### src/usst_pkg.sv
// ----------------------------------------------------------------------------
// usst_pkg
// Shared constants, codes and types of the UDP socket slot table.
// ----------------------------------------------------------------------------
package usst_pkg;

	localparam int SOCKET_SLOTS = 16;
	localparam int IDX_W = (SOCKET_SLOTS > 1) ? $clog2(SOCKET_SLOTS) : 1;
	localparam int CNT_W = $clog2(SOCKET_SLOTS + 1);

	localparam logic [15:0] EPHEMERAL_BASE  = 16'd49152;
	localparam logic [15:0] EPHEMERAL_LAST  = 16'hFFFF;
	localparam logic [15:0] UDP_HDR_BYTES   = 16'd8;
	localparam logic [15:0] PAYLOAD_CEILING = 16'd65527;

	localparam logic [15:0] RST_FAMILY  = 16'd2;
	localparam logic [15:0] RST_DGRAM   = 16'd2;
	localparam logic [15:0] RST_MAX_PAY = 16'd1472;

	typedef enum logic [1:0] {
		REQ_CREATE = 2'd0,
		REQ_BIND   = 2'd1,
		REQ_SEND   = 2'd2,
		REQ_CLOSE  = 2'd3
	} req_t;

	typedef enum logic [2:0] {
		ST_OK          = 3'd0,
		ST_BAD_FAMILY  = 3'd1,
		ST_BAD_TYPE    = 3'd2,
		ST_NO_SLOT     = 3'd3,
		ST_BAD_SOCKET  = 3'd4,
		ST_PORT_IN_USE = 3'd5,
		ST_BAD_LENGTH  = 3'd6
	} status_t;

	typedef enum logic [2:0] {
		CFG_FAMILY_STD = 3'd0,
		CFG_FAMILY_ALT = 3'd1,
		CFG_DGRAM_STD  = 3'd2,
		CFG_DGRAM_ALT  = 3'd3,
		CFG_MAX_PAY    = 3'd4
	} cfg_idx_t;

	typedef struct packed {
		logic [31:0] local_ip;
		logic [15:0] own_port;
		logic [31:0] target_ip;
		logic [15:0] peer_port;
	} slot_entry_t;

	typedef struct packed {
		status_t     status;
		logic [7:0]  sock;
		logic [31:0] src_ip;
		logic [15:0] source_port;
		logic [31:0] dst_ip;
		logic [15:0] dst_port;
		logic [15:0] datagram_length;
	} result_t;

	function automatic result_t make_error(status_t st, logic [7:0] sock);
		result_t r;
		r = '0;
		r.status = st;
		r.sock = sock;
		return r;
	endfunction

	function automatic result_t make_report(status_t st, logic [7:0] sock, slot_entry_t e,
			logic [15:0] ulen);
		result_t r;
		r.status = st;
		r.sock = sock;
		r.src_ip = e.local_ip;
		r.source_port = e.own_port;
		r.dst_ip = e.target_ip;
		r.dst_port = e.peer_port;
		r.datagram_length = ulen;
		return r;
	endfunction

endpackage

### src/udp_socket_slot_table.sv
// ----------------------------------------------------------------------------
// udp_socket_slot_table
// Socket slot table serving create, bind, send and close requests.
// ----------------------------------------------------------------------------
// states to the result register: close and early rejects check, done; send
// check, modify, done; create check, linear free-slot search, alloc, done;
// bind check, port scan through the single read port of the entry memory,
// modify, done; one item at a time, next taken the cycle after the result loads
// reset: valid and bound marks cleared at once, ephemeral port 49152,
// config registers to their defaults; the entry memory is not cleared
module udp_socket_slot_table (
	input  logic        clk,
	input  logic        arst_n,
	// request channel
	input  logic        in_valid,
	output logic        in_stall,
	input  logic [1:0]  req_type,
	input  logic [7:0]  socket_id,
	input  logic [15:0] addr_family,
	input  logic [15:0] socket_kind,
	input  logic [31:0] addr_ip,
	input  logic [15:0] addr_port,
	input  logic [15:0] payload_length,
	// result channel
	output logic        out_valid,
	input  logic        out_stall,
	output logic [2:0]  status,
	output logic [7:0]  result_socket,
	output logic [31:0] src_ip,
	output logic [15:0] source_port,
	output logic [31:0] dst_ip,
	output logic [15:0] dst_port,
	output logic [15:0] datagram_length,
	// configuration
	input  logic        cfg_valid,
	output logic        cfg_ready,
	input  logic [2:0]  cfg_index,
	input  logic [15:0] cfg_data
);

	typedef enum logic [2:0] {
		S_IDLE,
		S_CHECK,
		S_FREE_SCAN,
		S_ALLOC,
		S_PORT_SCAN,
		S_MODIFY,
		S_DONE
	} state_t;

	localparam int SLOTS = usst_pkg::SOCKET_SLOTS;
	localparam int IW = usst_pkg::IDX_W;
	localparam int CW = usst_pkg::CNT_W;

	state_t state_q;

	logic [15:0] fam_std_q, fam_alt_q, dg_std_q, dg_alt_q, max_pay_q;
	logic [15:0] eph_q;
	logic [SLOTS-1:0] valid_q, bound_q;

	// latched request
	usst_pkg::req_t req_q;
	logic [7:0]  slot_q;
	logic [15:0] fam_q, kind_q, port_q, len_q;
	logic [31:0] ip_q;

	logic [CW-1:0] scan_q;
	logic          pend_s1;
	logic          live_s1;

	usst_pkg::result_t res_q, out_q;
	logic out_valid_q;

	// entry memory
	usst_pkg::slot_entry_t mem [SLOTS];
	usst_pkg::slot_entry_t rd_data_s1;
	usst_pkg::slot_entry_t wr_data;
	logic [IW-1:0] rd_addr;
	logic          wr_en;

	logic [IW-1:0] slot_idx;
	logic [IW-1:0] scan_idx;
	logic          id_live;
	logic          len_bad;
	logic          out_free;
	logic          scan_end;
	logic          conflict;

	assign slot_idx = slot_q[IW-1:0];
	assign scan_idx = scan_q[IW-1:0];
	assign scan_end = (scan_q == CW'(SLOTS));
	assign id_live  = ({1'b0, slot_q} < 9'(SLOTS)) && valid_q[slot_idx];
	assign len_bad  = (len_q == 16'd0) || (len_q > max_pay_q)
		|| (len_q > usst_pkg::PAYLOAD_CEILING);
	assign conflict = pend_s1 && live_s1 && (rd_data_s1.own_port == port_q);
	assign out_free = !out_valid_q || !out_stall;

	assign in_stall  = (state_q != S_IDLE);
	assign cfg_ready = 1'b1;

	// port scan walks the slots, then fetches the addressed slot
	always_comb begin
		if (state_q == S_PORT_SCAN && !scan_end) begin
			rd_addr = scan_idx;
		end else begin
			rd_addr = slot_idx;
		end
	end

	always_comb begin
		wr_en = 1'b0;
		wr_data = rd_data_s1;
		if (state_q == S_ALLOC) begin
			wr_en = 1'b1;
			wr_data = '0;
			wr_data.own_port = eph_q;
		end else if (state_q == S_MODIFY) begin
			wr_en = 1'b1;
			if (req_q == usst_pkg::REQ_BIND) begin
				wr_data.local_ip = ip_q;
				wr_data.own_port = port_q;
			end else begin
				wr_data.target_ip = ip_q;
				wr_data.peer_port = port_q;
			end
		end
	end

	always_ff @(posedge clk) begin
		if (wr_en) begin
			mem[slot_idx] <= wr_data;
		end
		rd_data_s1 <= mem[rd_addr];
	end

	always_ff @(posedge clk or negedge arst_n) begin
		if (!arst_n) begin
			fam_std_q <= usst_pkg::RST_FAMILY;
			fam_alt_q <= usst_pkg::RST_FAMILY;
			dg_std_q  <= usst_pkg::RST_DGRAM;
			dg_alt_q  <= usst_pkg::RST_DGRAM;
			max_pay_q <= usst_pkg::RST_MAX_PAY;
		end else if (cfg_valid && cfg_ready) begin
			case (usst_pkg::cfg_idx_t'(cfg_index))
				usst_pkg::CFG_FAMILY_STD: fam_std_q <= cfg_data;
				usst_pkg::CFG_FAMILY_ALT: fam_alt_q <= cfg_data;
				usst_pkg::CFG_DGRAM_STD:  dg_std_q <= cfg_data;
				usst_pkg::CFG_DGRAM_ALT:  dg_alt_q <= cfg_data;
				usst_pkg::CFG_MAX_PAY:    max_pay_q <= cfg_data;
				default: ;
			endcase
		end
	end

	// request latch, no reset needed
	always_ff @(posedge clk) begin
		if (in_valid && !in_stall) begin
			req_q  <= usst_pkg::req_t'(req_type);
			fam_q  <= addr_family;
			kind_q <= socket_kind;
			ip_q   <= addr_ip;
			port_q <= addr_port;
			len_q  <= payload_length;
		end
	end

	always_ff @(posedge clk or negedge arst_n) begin
		if (!arst_n) begin
			state_q     <= S_IDLE;
			valid_q     <= '0;
			bound_q     <= '0;
			eph_q       <= usst_pkg::EPHEMERAL_BASE;
			slot_q      <= '0;
			scan_q      <= '0;
			pend_s1     <= 1'b0;
			live_s1     <= 1'b0;
			res_q       <= '0;
			out_q       <= '0;
			out_valid_q <= 1'b0;
		end else begin
			// the done state reloads the result register itself
			if (out_valid_q && !out_stall && state_q != S_DONE) begin
				out_valid_q <= 1'b0;
			end
			case (state_q)
				S_IDLE: begin
					if (in_valid) begin
						slot_q  <= socket_id;
						state_q <= S_CHECK;
					end
				end
				S_CHECK: begin
					scan_q  <= '0;
					pend_s1 <= 1'b0;
					if (req_q == usst_pkg::REQ_CREATE) begin
						if (fam_q != fam_std_q && fam_q != fam_alt_q) begin
							res_q   <= usst_pkg::make_error(usst_pkg::ST_BAD_FAMILY, 8'd0);
							state_q <= S_DONE;
						end else if (kind_q != dg_std_q && kind_q != dg_alt_q) begin
							res_q   <= usst_pkg::make_error(usst_pkg::ST_BAD_TYPE, 8'd0);
							state_q <= S_DONE;
						end else begin
							state_q <= S_FREE_SCAN;
						end
					end else if (!id_live) begin
						res_q   <= usst_pkg::make_error(usst_pkg::ST_BAD_SOCKET, slot_q);
						state_q <= S_DONE;
					end else begin
						case (req_q)
							usst_pkg::REQ_CLOSE: begin
								valid_q[slot_idx] <= 1'b0;
								bound_q[slot_idx] <= 1'b0;
								res_q   <= usst_pkg::make_error(usst_pkg::ST_OK, slot_q);
								state_q <= S_DONE;
							end
							usst_pkg::REQ_SEND: begin
								if (len_bad) begin
									res_q   <= usst_pkg::make_error(usst_pkg::ST_BAD_LENGTH,
										slot_q);
									state_q <= S_DONE;
								end else begin
									// entry read issued at this edge
									state_q <= S_MODIFY;
								end
							end
							default: begin
								state_q <= S_PORT_SCAN;
							end
						endcase
					end
				end
				S_FREE_SCAN: begin
					if (!valid_q[scan_idx]) begin
						slot_q  <= 8'(scan_idx);
						state_q <= S_ALLOC;
					end else if (scan_q == CW'(SLOTS - 1)) begin
						res_q   <= usst_pkg::make_error(usst_pkg::ST_NO_SLOT, 8'd0);
						state_q <= S_DONE;
					end else begin
						scan_q <= scan_q + 1'b1;
					end
				end
				S_ALLOC: begin
					valid_q[slot_idx] <= 1'b1;
					bound_q[slot_idx] <= 1'b0;
					res_q   <= usst_pkg::make_report(usst_pkg::ST_OK, slot_q, wr_data, 16'd0);
					eph_q   <= (eph_q == usst_pkg::EPHEMERAL_LAST) ?
						usst_pkg::EPHEMERAL_BASE : eph_q + 16'd1;
					state_q <= S_DONE;
				end
				S_PORT_SCAN: begin
					// only other valid, bound slots can hold the port
					pend_s1 <= !scan_end;
					live_s1 <= !scan_end && valid_q[scan_idx] && bound_q[scan_idx]
						&& (scan_idx != slot_idx);
					if (conflict) begin
						res_q   <= usst_pkg::make_error(usst_pkg::ST_PORT_IN_USE, slot_q);
						state_q <= S_DONE;
					end else if (scan_end) begin
						state_q <= S_MODIFY;
					end else begin
						scan_q <= scan_q + 1'b1;
					end
				end
				S_MODIFY: begin
					if (req_q == usst_pkg::REQ_BIND) begin
						bound_q[slot_idx] <= 1'b1;
						res_q <= usst_pkg::make_report(usst_pkg::ST_OK, slot_q, wr_data, 16'd0);
					end else begin
						res_q <= usst_pkg::make_report(usst_pkg::ST_OK, slot_q, wr_data,
							len_q + usst_pkg::UDP_HDR_BYTES);
					end
					state_q <= S_DONE;
				end
				S_DONE: begin
					if (out_free) begin
						out_q       <= res_q;
						out_valid_q <= 1'b1;
						state_q     <= S_IDLE;
					end
				end
				default: begin
					state_q <= S_IDLE;
				end
			endcase
		end
	end

	assign out_valid       = out_valid_q;
	assign status          = out_q.status;
	assign result_socket   = out_q.sock;
	assign src_ip          = out_q.src_ip;
	assign source_port     = out_q.source_port;
	assign dst_ip          = out_q.dst_ip;
	assign dst_port        = out_q.dst_port;
	assign datagram_length = out_q.datagram_length;

endmodule
### config.mk
export PLATFORM = sky130hd
export DESIGN_NAME = udp_socket_slot_table
export DESIGN_NICKNAME = d
export VERILOG_FILES = /design/src/usst_pkg.sv /design/src/udp_socket_slot_table.sv
export SDC_FILE = /design/constraint.sdc
export NUM_CORES = 2
export LEC_CHECK = 0
export ABC_AREA = 1
export BUFFER_PORTS_ARGS = -buffer_cell sky130_fd_sc_hd__buf_4
export CAP_MARGIN = 20
export CORE_ASPECT_RATIO = 1.4
export CORE_MARGIN = 3
export CORE_UTILIZATION = 45
export CTS_CLUSTER_DIAMETER = 150
export DETAILED_ROUTE_END_ITERATION = 8
export SYNTH_ARGS = -nofsm -noshare
export SYNTH_HDL_FRONTEND = slang
export SYNTH_SLANG_ARGS = --single-unit
### constraint.sdc
create_clock -name clk -period 9.2 [get_ports clk]
set_input_delay 0.92 -clock clk [delete_from_list [all_inputs] [get_ports clk]]
set_output_delay 0.92 -clock clk [all_outputs]
set_load 0.1 [all_outputs]
==> run metrics <==
Routed Antenna Nets=0; synthesis-to-finish area growth=12.8%; Total GRT Usage=24.5%; CTS sink count=2123; Post-synth EDFFs=1634; final hold violations=0; area share of the largest cell type after synthesis=57.2%; Ys Warns=0; fin util=51.1%; die width=375 microns; post-route setup slack=4.26 ns; H-tree levels=4; root cell of the clock tree=clkbuf_16; nature of the critical path startpoint=flop; first-pass detailed-route iteration total=6; CTS tree=built; CP Max Fanout=69; max-cap violation count=0; initial drt markers=5837; insertion delay to the later sink of the worst-skew pair=0.85 ns; Setup Viol. Count Final=0; post-synthesis cell type count=52; full die area=196000 sq um; post-layout minimum cycle time=4.94 ns; initial antenna violation count=10; Reg2Reg Depth=12; syn_nets=6970; height of the die=523 microns; GRT Residual Overflow=0; CTS buffer count=198; pin slew with the least headroom to its limit=1.41 ns; # IOs=256; Setup Crit Path Kind=reg2reg; Storage cell area=60800 sq um; DR WL/cell=25.3 microns; internal power=21100 uW; Detailed Place HPWL=127 mm; NumNets Final=7125; largest cells by area after synthesis=edfxtp_1 57%, dfrtp_1 11%, o211ai_1 6.0%, nand2_1 4.0%, nand3_1 3.1%; Combinational Power Share=36.6%; Data arrival, critical path=5.74 ns; maximum vdd drop=0.339 mV; Clk network pwr share=24.0%; Worst-path clk slew=0.07 ns; DRC Markers=0; top_reg_cell synth=edfxtp_1; mean post-synth cell area=12.6 sq um; first-pass GRT wire length=359 mm; Final Instance Area=96800 sq um; Tcrit/Tclk final=53.7%; DP Cell Count=9239; Slew headroom=6.20%; pin count of the biggest net entering global routing=233; synthesized flop and latch total=2123; gpl congestion=0.850; # hold bufs at CTS=0; # rows=189; Max Root-Sink Buffers=3; Leak Pwr=0.0355 uW; most common cell after layout, fill and taps aside=edfxtp_1; TNS Setup=0 ns; PortBufs=254; fillcell total=16081; Seq pwr share=39.4%; dpl ws=4.30 ns; most frequent cells in the layout=1634 x edfxtp_1, 920 x nand2_1, 685 x o211ai_1; PD cells=356 nW/um^2; drt total wl=243 mm; fin. max-slew vios=0; share of synthesized registers carrying an async set or reset=18.5%; Worst setup EP type=flop; area leader, netlist=edfxtp_1; Worst EP required=10.00 ns; Post-Synthesis Cells=6818; synthesized cell area=85800 sq um; area occupied by multi-input gates=21900 sq um; P_sw=13400 uW; switching share of total power=38.9%; Worst Skew=0.0483 ns; vias in the first global route=54394; Placeable Area=189000 sq um; layout cells sized above 1=16.5%; sequential area share after synthesis=70.9%; status=finished clean; RSZ-0062 raised after global routing=no; Post-CTS Setup Inserts=0; Via density=5.73; Post-Layout Cell Count=9635; fmax=202 MHz; Resize count post-CTS=0; Initial Util=45.3%; via count=55238; Hold Crit Class=in2async; dpl cell area=90000 sq um
## final cells by class
type,count,area share [%]
flip-flops and latches,2123,62.9
multi-input cells,3957,22.7
clock buffers,303,5.99
inverters,316,1.28
clock inverters,73,0.807
well taps,2483,3.21
diodes,3,0.00776
repair buffers,377,3.17
## cell usage after synthesis, types with 13 or more instances
cell type and n:
or2_2 330, nand3_1 535, buf_4 21, nor3_1 25
nor2_1 405, clkbuf_1 208, o21ai_0 512, clkbuf_2 30
ha_1 22, o21ai_1 20, or2_1 245, o211ai_1 685
edfxtp_1 1634, buf_6 13, mux2_2 123, inv_1 304
buf_1 20, xor2_1 30, dfxtp_1 96, nand2_1 920
a21oi_1 44, buf_2 130, dfrtp_1 383
## flip-flops by register name, summed over array words and instances (netlist names), 32 cells and up, named ones only
signal,flops
src_ip,32
ip_q,32
mem,1536
rd_data_s1,96
res_q,123
dst_ip,32
## cells by family after synthesis
kind of cell	count (synthesis)	share of synthesized area, %
AND/OR/NAND/NOR	2483	13.5
adder cells (fa/ha/maj)	22	0.321
multiplexers	123	1.61
other	1	0.00437
flip-flops	2123	70.9
XOR/XNOR	36	0.368
buffers and inverters	738	3.67
AO/OA/AOI/OAI	1292	9.63
## final timing paths
path,start,end,slack [ns]
hold / removal,arst_n,res_q[68],0.03
setup / recovery,scan_q[0],rd_data_s1[61],4.26
hold reg to reg,res_q[90],res_q[90],0.46
max in group asynchronous,arst_n,res_q[97],7.33
min in group clk,addr_ip[10],ip_q[10],0.24
setup reg to reg,scan_q[0],rd_data_s1[61],4.26
## power groups by stage
stage	Combinational (uW)	Sequential [uW]	Clock (uW)
floorplan	8030	14400	0
CTS	12500	13600	8430
finish	12600	13600	8280
detailed placement	12500	13800	0
global placement	12300	13800	0
global route	13800	13700	8810
## critical path, cell delays in order, from the launching register on
cell and delay (ns):
dfrtp_1 0.79, inv_2 0.31, ha_1 0.30, nand4_2 0.12, nand2_4 0.13, o21ai_4 0.13
buf_4 0.78, buf_4 0.87, buf_4 0.82, o211ai_1 0.22, o211ai_1 0.15, nand3_1 0.11
nand2_1 0.10
## per-layer routing
layer  track usage (%)  part of all wire, %
met2              39.7                   47
met3              4.47                  7.6
met5                 0               0.0053
met1              33.7                   42
met4              7.71                  3.0
## per-stage QoR
stage	hold slack (ns)	power [uW]
after floorplan	0.436	22400
after global placement	0.449	26100
after detailed placement	0.453	26300
after CTS	0.0164	34600
after global routing	0.0420	36300
final	0.0314	34500
Power figures use the tool's default switching activity.
